==> config.mk <==
export PLATFORM = sky130hd
export DESIGN_NAME = multi_pin_debounce_and_pulse_timer
export DESIGN_NICKNAME = d
export VERILOG_FILES = /design/src/hdl/mpdb_pkg.sv /design/src/hdl/multi_pin_debounce_and_pulse_timer.sv /design/src/hdl/mpdb_cell.sv /design/src/hdl/mpdb_head.sv
export SDC_FILE = /design/constraint.sdc
export NUM_CORES = 2
export LEC_CHECK = 0
export BUFFER_PORTS_ARGS = -buffer_cell sky130_fd_sc_hd__buf_4
export CORE_MARGIN = 4
export CORE_UTILIZATION = 45
export CTS_CLUSTER_SIZE = 10
export DETAILED_ROUTE_END_ITERATION = 12
export SETUP_SLACK_MARGIN = 0.2
export SLEW_MARGIN = 20
export SYNTH_ARGS = -nofsm -noshare
export SYNTH_HDL_FRONTEND = slang
export SYNTH_SLANG_ARGS = --single-unit
==> constraint.sdc <==
create_clock -name clk_i -period 5.3 [get_ports clk_i]
set_input_delay 0.265 -clock clk_i [delete_from_list [all_inputs] [get_ports clk_i]]
set_output_delay 0.265 -clock clk_i [all_outputs]
set_load 0.02 [all_outputs]
==> src/hdl/mpdb_pkg.sv <==
`timescale 1ns / 1ps
// shared types, constants and helpers for the multi-pin debounce and pulse timer
// no dependencies

package mpdb_pkg;

  localparam int PinCount  = 32;
  localparam int Slots     = 32;
  localparam int WalkCount = (PinCount < Slots) ? PinCount : Slots;
  localparam int IdxW      = $clog2(Slots);
  localparam int CntW      = IdxW + 1;

  localparam logic [31:0] NoDeadline = 32'hFFFF_FFFF;

  localparam int InDataW  = 104;
  localparam int OutDataW = 40;
  localparam int AddrW    = 4;

  typedef enum logic [1:0] {
    REG_INPUT_MASK  = 2'd0,
    REG_OUTPUT_MASK = 2'd1,
    REG_ACTIVE_HIGH = 2'd2,
    REG_SETTLE      = 2'd3
  } reg_e;

  typedef enum logic [1:0] {
    FUNC_TICK     = 2'd0,
    FUNC_PULSE    = 2'd1,
    FUNC_INACTIVE = 2'd2,
    FUNC_SET      = 2'd3
  } func_e;

  typedef enum logic [1:0] {
    PH_WAIT_ACTIVE     = 2'd0,
    PH_SETTLE_ACTIVE   = 2'd1,
    PH_WAIT_INACTIVE   = 2'd2,
    PH_SETTLE_INACTIVE = 2'd3
  } phase_e;

  typedef enum logic [1:0] {
    KIND_ACTIVATED   = 2'd0,
    KIND_DEACTIVATED = 2'd1,
    KIND_NONE        = 2'd2
  } kind_e;

  typedef struct packed {
    phase_e      phase;
    logic [31:0] mark;
  } cell_state_t;

  typedef struct packed {
    logic        valid;
    func_e       func;
    logic        hit;
    logic        level;
    logic        act;
    logic        in_en;
    logic        out_en;
    logic        want;
    logic [31:0] now;
    logic [31:0] dur;
    logic [15:0] settle;
  } head_ctrl_t;

  typedef struct packed {
    logic  drv_we;
    logic  drv_val;
    logic  ev;
    kind_e ev_kind;
  } head_stat_t;

  function automatic logic [IdxW-1:0] first_set(input logic [Slots-1:0] v);
    logic [IdxW-1:0] idx;
    idx = '0;
    for (int i = Slots - 1; i >= 0; i--) begin
      if (v[i]) begin
        idx = IdxW'(i);
      end
    end
    return idx;
  endfunction

endpackage

==> src/hdl/multi_pin_debounce_and_pulse_timer.sv <==
`timescale 1ns / 1ps
// multi-pin debounce and pulse timer: ring of 32 pin cells rotated past one update unit
// each item walks the ring past the head, then its results go out (events, then closing)
// at one per cycle while the output side does not stall
// the item is captured on transfer; a new item is taken once the closing result is loaded
// reset: asynchronous, active low; clears config registers, cell state, drive levels and control
// depends on mpdb_pkg, mpdb_cell, mpdb_head

module multi_pin_debounce_and_pulse_timer (
  input  logic                          clk_i,
  input  logic                          rst_ni,
  input  logic                          psel,
  input  logic                          penable,
  input  logic                          pwrite,
  input  logic [mpdb_pkg::AddrW-1:0]    paddr,
  input  logic [31:0]                   pwdata,
  output logic [31:0]                   prdata,
  output logic                          pready,
  input  logic                          s_axis_tvalid,
  output logic                          s_axis_tready,
  // pin_levels[31:0], now_ms[63:32], pin[68:64], duration_ms[100:69], drive_active[101]
  input  logic [mpdb_pkg::InDataW-1:0]  s_axis_tdata,
  // func[1:0]
  input  logic [1:0]                    s_axis_tuser,
  output logic                          m_axis_tvalid,
  input  logic                          m_axis_tready,
  // event_pin[4:0], drive_levels[36:5]
  output logic [mpdb_pkg::OutDataW-1:0] m_axis_tdata,
  // event_kind[1:0]
  output logic [1:0]                    m_axis_tuser,
  output logic                          m_axis_tlast
);

  localparam int Slots = mpdb_pkg::Slots;
  localparam int IdxW  = mpdb_pkg::IdxW;
  localparam int CntW  = mpdb_pkg::CntW;

  typedef enum logic [2:0] {
    ST_IDLE = 3'b001,
    ST_WALK = 3'b010,
    ST_EMIT = 3'b100
  } state_e;

  state_e state_q, state_d;

  logic [31:0] in_mask_q, out_mask_q, act_mask_q;
  logic [15:0] settle_q;
  logic [31:0] drive_q, drive_d;

  mpdb_pkg::func_e func_q;
  logic [31:0]     levels_q, now_q, dur_q;
  logic [IdxW-1:0] pin_q;
  logic            want_q;

  logic [IdxW-1:0]  k_q, k_d;
  logic [Slots-1:0] pend_q, pend_d, deact_q, deact_d;

  logic                   ov_q, ov_d;
  logic [IdxW-1:0]        opin_q, opin_d;
  mpdb_pkg::kind_e        okind_q, okind_d;
  logic [31:0]            olev_q, olev_d;
  logic                   olast_q, olast_d;

  logic             cfg_we;
  logic             in_xfer;
  logic             out_free;
  logic             shift;
  logic [Slots-1:0] clear;
  logic [31:0]      changed;

  mpdb_pkg::cell_state_t cell_st [Slots];
  mpdb_pkg::cell_state_t head_nxt;
  mpdb_pkg::cell_state_t ring_in;
  mpdb_pkg::head_ctrl_t  hctrl;
  mpdb_pkg::head_stat_t  hstat;

  assign pready  = 1'b1;
  assign cfg_we  = psel && penable && pwrite;

  always_comb begin
    case (mpdb_pkg::reg_e'(paddr[3:2]))
      mpdb_pkg::REG_INPUT_MASK:  prdata = in_mask_q;
      mpdb_pkg::REG_OUTPUT_MASK: prdata = out_mask_q;
      mpdb_pkg::REG_ACTIVE_HIGH: prdata = act_mask_q;
      default:                   prdata = {16'd0, settle_q};
    endcase
  end

  always_comb begin
    changed = '0;
    if (cfg_we) begin
      case (mpdb_pkg::reg_e'(paddr[3:2]))
        mpdb_pkg::REG_INPUT_MASK:  changed = in_mask_q ^ pwdata;
        mpdb_pkg::REG_OUTPUT_MASK: changed = out_mask_q ^ pwdata;
        default:                   changed = '0;
      endcase
    end
  end

  assign clear = changed[Slots-1:0];

  always_ff @(posedge clk_i or negedge rst_ni) begin
    if (!rst_ni) begin
      in_mask_q  <= '0;
      out_mask_q <= '0;
      act_mask_q <= '0;
      settle_q   <= '0;
    end else if (cfg_we) begin
      case (mpdb_pkg::reg_e'(paddr[3:2]))
        mpdb_pkg::REG_INPUT_MASK:  in_mask_q  <= pwdata;
        mpdb_pkg::REG_OUTPUT_MASK: out_mask_q <= pwdata;
        mpdb_pkg::REG_ACTIVE_HIGH: act_mask_q <= pwdata;
        default:                   settle_q   <= pwdata[15:0];
      endcase
    end
  end

  // state ring: cell 0 feeds the head, the head feeds the last cell
  assign shift   = (state_q == ST_WALK);
  assign ring_in = hctrl.valid ? head_nxt : cell_st[0];

  for (genvar i = 0; i < Slots; i++) begin : g_cell
    if (i == Slots - 1) begin : g_tail
      mpdb_cell u_cell (
        .clk_i   (clk_i),
        .rst_ni  (rst_ni),
        .shift_i (shift),
        .clear_i (clear[i]),
        .nbr_i   (ring_in),
        .state_o (cell_st[i])
      );
    end else begin : g_body
      mpdb_cell u_cell (
        .clk_i   (clk_i),
        .rst_ni  (rst_ni),
        .shift_i (shift),
        .clear_i (clear[i]),
        .nbr_i   (cell_st[i+1]),
        .state_o (cell_st[i])
      );
    end
  end

  always_comb begin
    hctrl.valid  = shift && ({1'b0, k_q} < CntW'(mpdb_pkg::WalkCount));
    hctrl.func   = func_q;
    hctrl.hit    = (k_q == pin_q);
    hctrl.level  = levels_q[k_q];
    hctrl.act    = act_mask_q[k_q];
    hctrl.in_en  = in_mask_q[k_q];
    hctrl.out_en = out_mask_q[k_q];
    hctrl.want   = want_q;
    hctrl.now    = now_q;
    hctrl.dur    = dur_q;
    hctrl.settle = settle_q;
  end

  mpdb_head u_head (
    .cur_i  (cell_st[0]),
    .ctrl_i (hctrl),
    .nxt_o  (head_nxt),
    .stat_o (hstat)
  );

  assign s_axis_tready = (state_q == ST_IDLE);
  assign in_xfer       = s_axis_tvalid && s_axis_tready;
  assign out_free      = !ov_q || m_axis_tready;

  always_ff @(posedge clk_i) begin
    if (in_xfer) begin
      func_q   <= mpdb_pkg::func_e'(s_axis_tuser);
      levels_q <= s_axis_tdata[31:0];
      now_q    <= s_axis_tdata[63:32];
      pin_q    <= s_axis_tdata[68:64];
      dur_q    <= s_axis_tdata[100:69];
      want_q   <= s_axis_tdata[101];
    end
  end

  always_comb begin
    state_d = state_q;
    k_d     = k_q;
    pend_d  = pend_q;
    deact_d = deact_q;
    drive_d = drive_q;
    ov_d    = ov_q && !m_axis_tready;
    opin_d  = opin_q;
    okind_d = okind_q;
    olev_d  = olev_q;
    olast_d = olast_q;
    case (state_q)
      ST_IDLE: begin
        if (in_xfer) begin
          k_d     = '0;
          pend_d  = '0;
          state_d = ST_WALK;
        end
      end
      ST_WALK: begin
        if (hstat.drv_we) begin
          drive_d[k_q] = hstat.drv_val;
        end
        if (hstat.ev) begin
          pend_d[k_q]  = 1'b1;
          deact_d[k_q] = (hstat.ev_kind == mpdb_pkg::KIND_DEACTIVATED);
        end
        k_d = k_q + 1'b1;
        if (k_q == IdxW'(Slots - 1)) begin
          state_d = ST_EMIT;
        end
      end
      ST_EMIT: begin
        if (out_free) begin
          ov_d   = 1'b1;
          olev_d = drive_q;
          if (pend_q != '0) begin
            opin_d          = mpdb_pkg::first_set(pend_q);
            okind_d         = deact_q[opin_d] ? mpdb_pkg::KIND_DEACTIVATED :
                                                mpdb_pkg::KIND_ACTIVATED;
            olast_d         = 1'b0;
            pend_d[opin_d]  = 1'b0;
          end else begin
            opin_d  = '0;
            okind_d = mpdb_pkg::KIND_NONE;
            olast_d = 1'b1;
            state_d = ST_IDLE;
          end
        end
      end
      default: begin
        state_d = ST_IDLE;
      end
    endcase
  end

  always_ff @(posedge clk_i or negedge rst_ni) begin
    if (!rst_ni) begin
      state_q <= ST_IDLE;
      k_q     <= '0;
      pend_q  <= '0;
      drive_q <= '0;
      ov_q    <= 1'b0;
    end else begin
      state_q <= state_d;
      k_q     <= k_d;
      pend_q  <= pend_d;
      drive_q <= drive_d;
      ov_q    <= ov_d;
    end
  end

  always_ff @(posedge clk_i) begin
    deact_q <= deact_d;
    opin_q  <= opin_d;
    okind_q <= okind_d;
    olev_q  <= olev_d;
    olast_q <= olast_d;
  end

  assign m_axis_tvalid = ov_q;
  assign m_axis_tdata  = {3'd0, olev_q, opin_q};
  assign m_axis_tuser  = okind_q;
  assign m_axis_tlast  = olast_q;

endmodule

==> src/hdl/mpdb_cell.sv <==
`timescale 1ns / 1ps
// one pin slot of the rotating state ring: debounce phase and mark time
// depends on mpdb_pkg

module mpdb_cell (
  input  logic                  clk_i,
  input  logic                  rst_ni,
  input  logic                  shift_i,
  input  logic                  clear_i,
  input  mpdb_pkg::cell_state_t nbr_i,
  output mpdb_pkg::cell_state_t state_o
);

  mpdb_pkg::cell_state_t state_q, state_d;

  always_comb begin
    state_d = state_q;
    if (shift_i) begin
      state_d = nbr_i;
    end else if (clear_i) begin
      state_d.phase = mpdb_pkg::PH_WAIT_ACTIVE;
      state_d.mark  = '0;
    end
  end

  always_ff @(posedge clk_i or negedge rst_ni) begin
    if (!rst_ni) begin
      state_q.phase <= mpdb_pkg::PH_WAIT_ACTIVE;
      state_q.mark  <= '0;
    end else begin
      state_q <= state_d;
    end
  end

  assign state_o = state_q;

endmodule

==> src/hdl/mpdb_head.sv <==
`timescale 1ns / 1ps
// update unit at the head of the ring: debounce step, deadline expiry and drive commands
// depends on mpdb_pkg

module mpdb_head (
  input  mpdb_pkg::cell_state_t cur_i,
  input  mpdb_pkg::head_ctrl_t  ctrl_i,
  output mpdb_pkg::cell_state_t nxt_o,
  output mpdb_pkg::head_stat_t  stat_o
);

  logic        is_act;
  logic        settled;
  logic [31:0] elapsed;

  assign is_act  = (ctrl_i.level == ctrl_i.act);
  assign elapsed = ctrl_i.now - cur_i.mark;
  assign settled = (elapsed >= {16'd0, ctrl_i.settle});

  always_comb begin
    nxt_o          = cur_i;
    stat_o.drv_we  = 1'b0;
    stat_o.drv_val = 1'b0;
    stat_o.ev      = 1'b0;
    stat_o.ev_kind = mpdb_pkg::KIND_ACTIVATED;
    if (ctrl_i.valid) begin
      if (ctrl_i.func == mpdb_pkg::FUNC_TICK) begin
        if (ctrl_i.in_en) begin
          case (cur_i.phase)
            mpdb_pkg::PH_WAIT_ACTIVE: begin
              if (is_act) begin
                nxt_o.mark  = ctrl_i.now;
                nxt_o.phase = mpdb_pkg::PH_SETTLE_ACTIVE;
              end
            end
            mpdb_pkg::PH_SETTLE_ACTIVE: begin
              if (settled) begin
                nxt_o.phase    = mpdb_pkg::PH_WAIT_INACTIVE;
                stat_o.ev      = 1'b1;
                stat_o.ev_kind = mpdb_pkg::KIND_ACTIVATED;
              end else if (!is_act) begin
                nxt_o.phase = mpdb_pkg::PH_WAIT_ACTIVE;
              end
            end
            mpdb_pkg::PH_WAIT_INACTIVE: begin
              if (!is_act) begin
                nxt_o.mark  = ctrl_i.now;
                nxt_o.phase = mpdb_pkg::PH_SETTLE_INACTIVE;
              end
            end
            default: begin
              if (settled) begin
                nxt_o.phase    = mpdb_pkg::PH_WAIT_ACTIVE;
                stat_o.ev      = 1'b1;
                stat_o.ev_kind = mpdb_pkg::KIND_DEACTIVATED;
              end else if (is_act) begin
                nxt_o.phase = mpdb_pkg::PH_WAIT_INACTIVE;
              end
            end
          endcase
        end else if (ctrl_i.out_en) begin
          if ((cur_i.mark != '0) && (ctrl_i.now >= cur_i.mark)) begin
            nxt_o.mark     = '0;
            stat_o.drv_we  = 1'b1;
            stat_o.drv_val = !ctrl_i.act;
          end
        end
      end else if (ctrl_i.hit) begin
        stat_o.drv_we = 1'b1;
        case (ctrl_i.func)
          mpdb_pkg::FUNC_PULSE: begin
            stat_o.drv_val = ctrl_i.act;
            nxt_o.mark     = (ctrl_i.dur != mpdb_pkg::NoDeadline) ?
                             (ctrl_i.now + ctrl_i.dur) : '0;
          end
          mpdb_pkg::FUNC_INACTIVE: begin
            stat_o.drv_val = !ctrl_i.act;
            nxt_o.mark     = '0;
          end
          default: begin
            stat_o.drv_val = ctrl_i.want ? ctrl_i.act : !ctrl_i.act;
            nxt_o.mark     = '0;
          end
        endcase
      end
    end
  end

endmodule

# ---- After elaboration in Yosys (flattened, before gate mapping)
# Cells that the tools add are included.
dict set report classes {
  shifts 0
  n_lt_le_gt_ge 6
  n_reduce_logical 62
  add_sub_neg 3
  bitwise_logic 6
  mul 0
  div_mod_pow 0
  n_mux 164
  eq_ne 20
}
# op n
set ops {}
lappend ops {{two-way mux 34 bit} 66}
lappend ops {{two-way mux 32 bit} 12}
lappend ops {{case mux 32 bit (3 select lines)} 2}
lappend ops {{two-way mux 5 bit} 37}
lappend ops {{case mux 32 bit (2 select lines)} 2}
lappend ops {{nonzero test 2 bit} 33}
lappend ops {{bitwise mux 32 bit} 2}
lappend ops {{nonzero test 32 bit} 2}
lappend ops {{bitwise XOR 32 bit} 2}
lappend ops {{adder 32 bit} 1}
lappend ops {{AND 32 bit} 1}
lappend ops {{greater-or-equal comparator 32 x 16 -> 1 bit} 1}
lappend ops {{greater-or-equal comparator 32 bit} 1}
lappend ops {{inequality test 32 bit, second input constant} 1}
lappend ops {{NOT 32 bit} 1}
lappend ops {{OR 32 bit} 1}
lappend ops {{subtractor 32 bit} 1}
lappend ops {{binary-select mux 1 bit (select 5 bit)} 5}
lappend ops {{two-way mux 3 bit} 8}
lappend ops {{two-way mux 2 bit} 11}
lappend ops {{AND reduction 2 bit} 8}
lappend ops {{< comparator 5 x 6 -> 1 bit, second input constant} 2}
lappend ops {{two-way mux 1 bit} 12}
lappend ops {{demux 1 bit (select 5 bit)} 2}
lappend ops {{other kinds (27)} 47}
dict set report totals {
  rom_bits 0
  elab_cells 345
  ff_bits 1449
  latch_bits 0
  output_inout_bits 78
  inputBits 149
  memories 0
  ramBits 0
}

# ---- Longest topological paths before layout
dict set report logic_depth {
  word_depth 44
  mapped_depth 23
  depth_no_buf 22
}

# ---- Cells and area by module
# From an unflattened synthesis, not the netlist that was laid out.
dict set report unflattened {
  cells_unflattened 4549
  area_unflattened_um2 62183.4
}
# module seq_area_each_um2 area_each_um2 cells_per_inst n_inst
set modules_own_cells {}
lappend modules_own_cells {mpdb_cell 850.8 1248.7 76 32}
lappend modules_own_cells {multi_pin_debounce_and_pulse_timer 9915.8 16917.5 1319 1}
lappend modules_own_cells {mpdb_head 0.0 5307.6 798 1}

# ---- Worst setup path after synthesis
# No wires, ideal clock.
dict set report synth_path {
  path_kind {register to register}
  from {reg now_q[0]}
  to {reg deact_q[0], data pin}
  path_buffers 0
  required_ns 4.956
  setup_ns 0.344
  stages_incl_launch_ff 21
  period_less_slack_ns 4.449
  slack_ns 0.851
  t_arrival_ns 4.106
  path_cell_list {edfxtp_1 inv_1 ha_1 inv_1 fa_1 a21o_1 a31oi_1 o21ba_2 nor2b_1 a221oi_1 xnor2_1 ha_1 a21oi_1 nand2_1 a22o_1 nor4_1 nand4_1 nor4_1 nand4_1 o41a_1 and3_1}
}
# element line_no
set synth_lines {}
lappend synth_lines {{from (decl)} multi_pin_debounce_and_pulse_timer.sv:51} ;# logic [31:0] levels_q, now_q, dur_q;
lappend synth_lines {{from (signal assigned)} multi_pin_debounce_and_pulse_timer.sv:173} ;# now_q <= s_axis_tdata[63:32];
lappend synth_lines {{to (signal assigned)} multi_pin_debounce_and_pulse_timer.sv:253} ;# deact_q <= deact_d;
lappend synth_lines {{to (decl)} multi_pin_debounce_and_pulse_timer.sv:56} ;# logic [Slots-1:0] pend_q, pend_d, deact_q, deact_d;

==> metrics.txt <==
outcome=completed; sequential area share after synthesis=62.71%; combinational share of power=22.2%; GR Util All Layers=between 20% and 30%; count of flip-flops with a built-in enable after synthesis=176; proportion of layout cells with a drive suffix above 1=15.40%; final clock period utilization by the worst path=90.08%; internal portion of total power=a little over 20000 uW; crit-path max cell delay=0.48 ns; clock sink total=1449; peak supply drop=353.7 uV; Placeable Area=130100 um2; power share of the sequential group=43.2%; WP data arrival=approximately 5.3 ns; final setup slack of the worst path=~0.53 ns; met1 track demand over resource in global routing=34.80%; count of cells along the worst register-to-register path=17; total count of hold-check failures in the final report=0; Synth area leaders=sky130_fd_sc_hd__dfrtp_1, sky130_fd_sc_hd__a22o_1, sky130_fd_sc_hd__edfxtp_1; most used routing layer=met2; min-delay worst type=in2async; power density over cell area=431.7 nW/um2; commonest non-fill, non-tap cell in the layout=sky130_fd_sc_hd__dfrtp_1; count of pins over their slew limit=0; library cell used as clock root buffer=sky130_fd_sc_hd__clkbuf_16; dpl hpwl=106400 um; Setup Skew=0.04572 ns; first-pass GRT wire length=255300 um; clock buffer depth=3; max cap viols=0; critical register-to-register path endpoint=deact_q[0]; LEAKAGE=0.03156 uW; area enclosed by the die boundary=137500 um2; TritonCTS clock tree=built; Setup WS pre-CTS=0.1812 ns; Unique masters post-synth=80; Antenna Nets Post-Route=0; I/O Pins=227; Tot Pwr=29900 uW; pin slew with the least headroom to its limit=between 1 and 1.5 ns; gr ovfl total=0; post-synthesis average cell area=13.52 um2; final wirelength=164500 um; fraction of registers with async set or reset after synthesis=87.85%; largest fanout on the critical path=32; vias in the first global route=39910; number of instances in the synthesized netlist=4380; synthesis-to-layout area growth=16.93%; routability-driven placement congestion ratio=slightly above 0.9; Final Non-Filler Cells=6496; WL per Instance=approximately 25 um; Synth area leader=sky130_fd_sc_hd__dfrtp_1; type of element capturing the critical path=flop; CTS buffer count=166; net switching power of the design=9563 uW; Post-route DRC=0; Port Buffer Count=218; starting DRC count in detailed routing=~3900; clk slew on worst S/H paths=0.06 ns; total placed cells including tap cells=6123; yosys synthesis warning count=0; number of nets in the layout=4929; Final TNS setup=0 ns; Sw Ratio=31.99%; die height=~370 um; # H-tree levels=4; number of storage elements in the synthesis netlist=~1400; final setup violation count=0; ys flop type=sky130_fd_sc_hd__dfrtp_1; normalized max-slew margin=27.56%; most frequent cells in the layout=sky130_fd_sc_hd__dfrtp_1, sky130_fd_sc_hd__a22o_1, sky130_fd_sc_hd__buf_4; achievable frequency=209.5 MHz; largest net degree at the start of global routing=182; element type at the critical path start=flop; Period minus WS final=4.774 ns; met3 usage=around 4.0%; Via-to-Cell Ratio=6.071; number of antenna violations at the first check in global routing=0; worst setup path category=reg2reg; met2 Usage GRT=37.21%; crit path max-delay cell type=sky130_fd_sc_hd__a221oi_1; RSZ-0062 raised after global routing=false; Clk pwr share=34.5%; width of the chip=approximately 370 um; worst flop-to-flop path startpoint=now_q[8]; netlist area before placement=59220 um2; Initial Utilization=around 46%; number of search-and-repair iterations in the first detailed-routing pass=6; max reg flops=1054; floorplan row count=132; share of the synthesized area in the top cell type=53.75%; sequence of cells on the critical path=ha_1 > o21ai_0 > a221oi_1 > o21ai_0 > a21oi_2 > xor2_1 > ha_1 > a221oi_1 > o311ai_0 > nor4_1 > nand4_1 > nor4_2 > nand4_1 > buf_4 > o41a_1 > and3_1 > buf_12; required arrival time at the worst endpoint=5.81 ns; routed vias=39440; clock latency on the worst-skew pair=0.79 ns; reg2reg setup slack=0.53 ns
==> critical path, delay by kind of cell (launching register included) <==
kind	cells	cell delay (ns)
buf+inv	2	0.35
xor+xnor	1	0.11
compound gates	7	2.02
flops	1	0.45
fa+ha+maj	2	0.62
simple gates	5	0.95
==> Yosys cell counts, types with 14 or more instances <==
cell type,instances
sky130_fd_sc_hd__clkbuf_1,272
sky130_fd_sc_hd__a21o_1,38
sky130_fd_sc_hd__buf_2,14
sky130_fd_sc_hd__ha_1,87
sky130_fd_sc_hd__o31ai_1,42
sky130_fd_sc_hd__o21ai_0,140
sky130_fd_sc_hd__edfxtp_1,176
sky130_fd_sc_hd__a21oi_1,119
sky130_fd_sc_hd__nor3_1,30
sky130_fd_sc_hd__nor4_1,21
sky130_fd_sc_hd__nand3_1,28
sky130_fd_sc_hd__a22oi_1,28
sky130_fd_sc_hd__nand2_1,134
sky130_fd_sc_hd__a22o_1,1080
sky130_fd_sc_hd__nor2_1,97
sky130_fd_sc_hd__mux2_2,116
sky130_fd_sc_hd__xnor2_1,59
sky130_fd_sc_hd__mux4_2,29
sky130_fd_sc_hd__dfrtp_1,1272
sky130_fd_sc_hd__buf_1,15
sky130_fd_sc_hd__inv_1,82
sky130_fd_sc_hd__nand4_1,22
sky130_fd_sc_hd__o22ai_1,29
sky130_fd_sc_hd__a2bb2oi_1,28
sky130_fd_sc_hd__nand2b_1,17
sky130_fd_sc_hd__mux2i_1,135
sky130_fd_sc_hd__xor2_1,22
sky130_fd_sc_hd__buf_4,16
==> cell families after synthesis <==
family,count (synthesis),share of synthesized area (%)
buffers and inverters,403,2.725
flip-flops,1449,62.71
AND/OR/NAND/NOR,430,3.547
other,2,0.01268
XOR/XNOR,82,1.236
AO/OA/AOI/OAI,1645,22.27
multiplexers,280,5.590
adder cells (fa/ha/maj),89,1.906
==> worst max-delay path by stage <==
| stage | from | endpoint | cells after the start |
|---|---|---|---|
| floorplan | now_q[0] | deact_q[0] | 20 |
| global placement | now_q[0] | deact_q[12] | 21 |
| detailed placement | now_q[0] | deact_q[9] | 21 |
| CTS | now_q[0] | deact_q[5] | 22 |
| global route | now_q[0] | deact_q[30] | 22 |
| finish | now_q[8] | deact_q[0] | 17 |
==> cell type report <==
cell class | instances | area (um2)
antenna | 2 | 5.005
clock inverter | 19 | 345.3
timing repair buffer | 462 | 4116
clock buffer | 210 | 4402
sequential | 1449 | 37140
inverter | 82 | 310.3
fill | 10860 | 60890
multi-input combinational | 2530 | 20750
tap | 1742 | 2180
==> layer usage <==
metal,wire (um),vias up
met2,76470,1107
met3,8850,272
met1,74070,20500
li1,-,17570
met5,0,-
met4,5096,0
==> power by group through the flow <==
| stage | Clock (uW) | Sequential (uW) | Combinational (uW) |
|---|---|---|---|
| 6_report | 10300 | 12900 | 6650 |
| 3_3_place_gp | 0 | 13100 | 6500 |
| 4_1_cts | 10500 | 12900 | 6640 |
| 2_1_floorplan | 0 | 12800 | 4310 |
| 3_5_place_dp | 0 | 13100 | 6530 |
| 5_1_grt | 11000 | 13000 | 7170 |
==> through the flow <==
stage	hold WS (ns)	utilization (%)	area, um2
3_3_place_gp	0.3210	48.44	63040
3_5_place_dp	0.3162	48.44	63050
2_1_floorplan	-0.03059	-	59230
5_1_grt	0.1217	53.21	69250
6_report	0.007339	53.21	69250
4_1_cts	0.09162	53.17	69190
==> timing repair <==
action | in CTS | in global routing
pin swaps | 1 | 1
resized for setup | 0 | 6
setup endpoints to repair | 32 | 98
setup buffers | 1 | 2
hold buffers | 139 | 0
hold endpoints to repair | 328 | 0
Power figures use the tool's default switching activity.
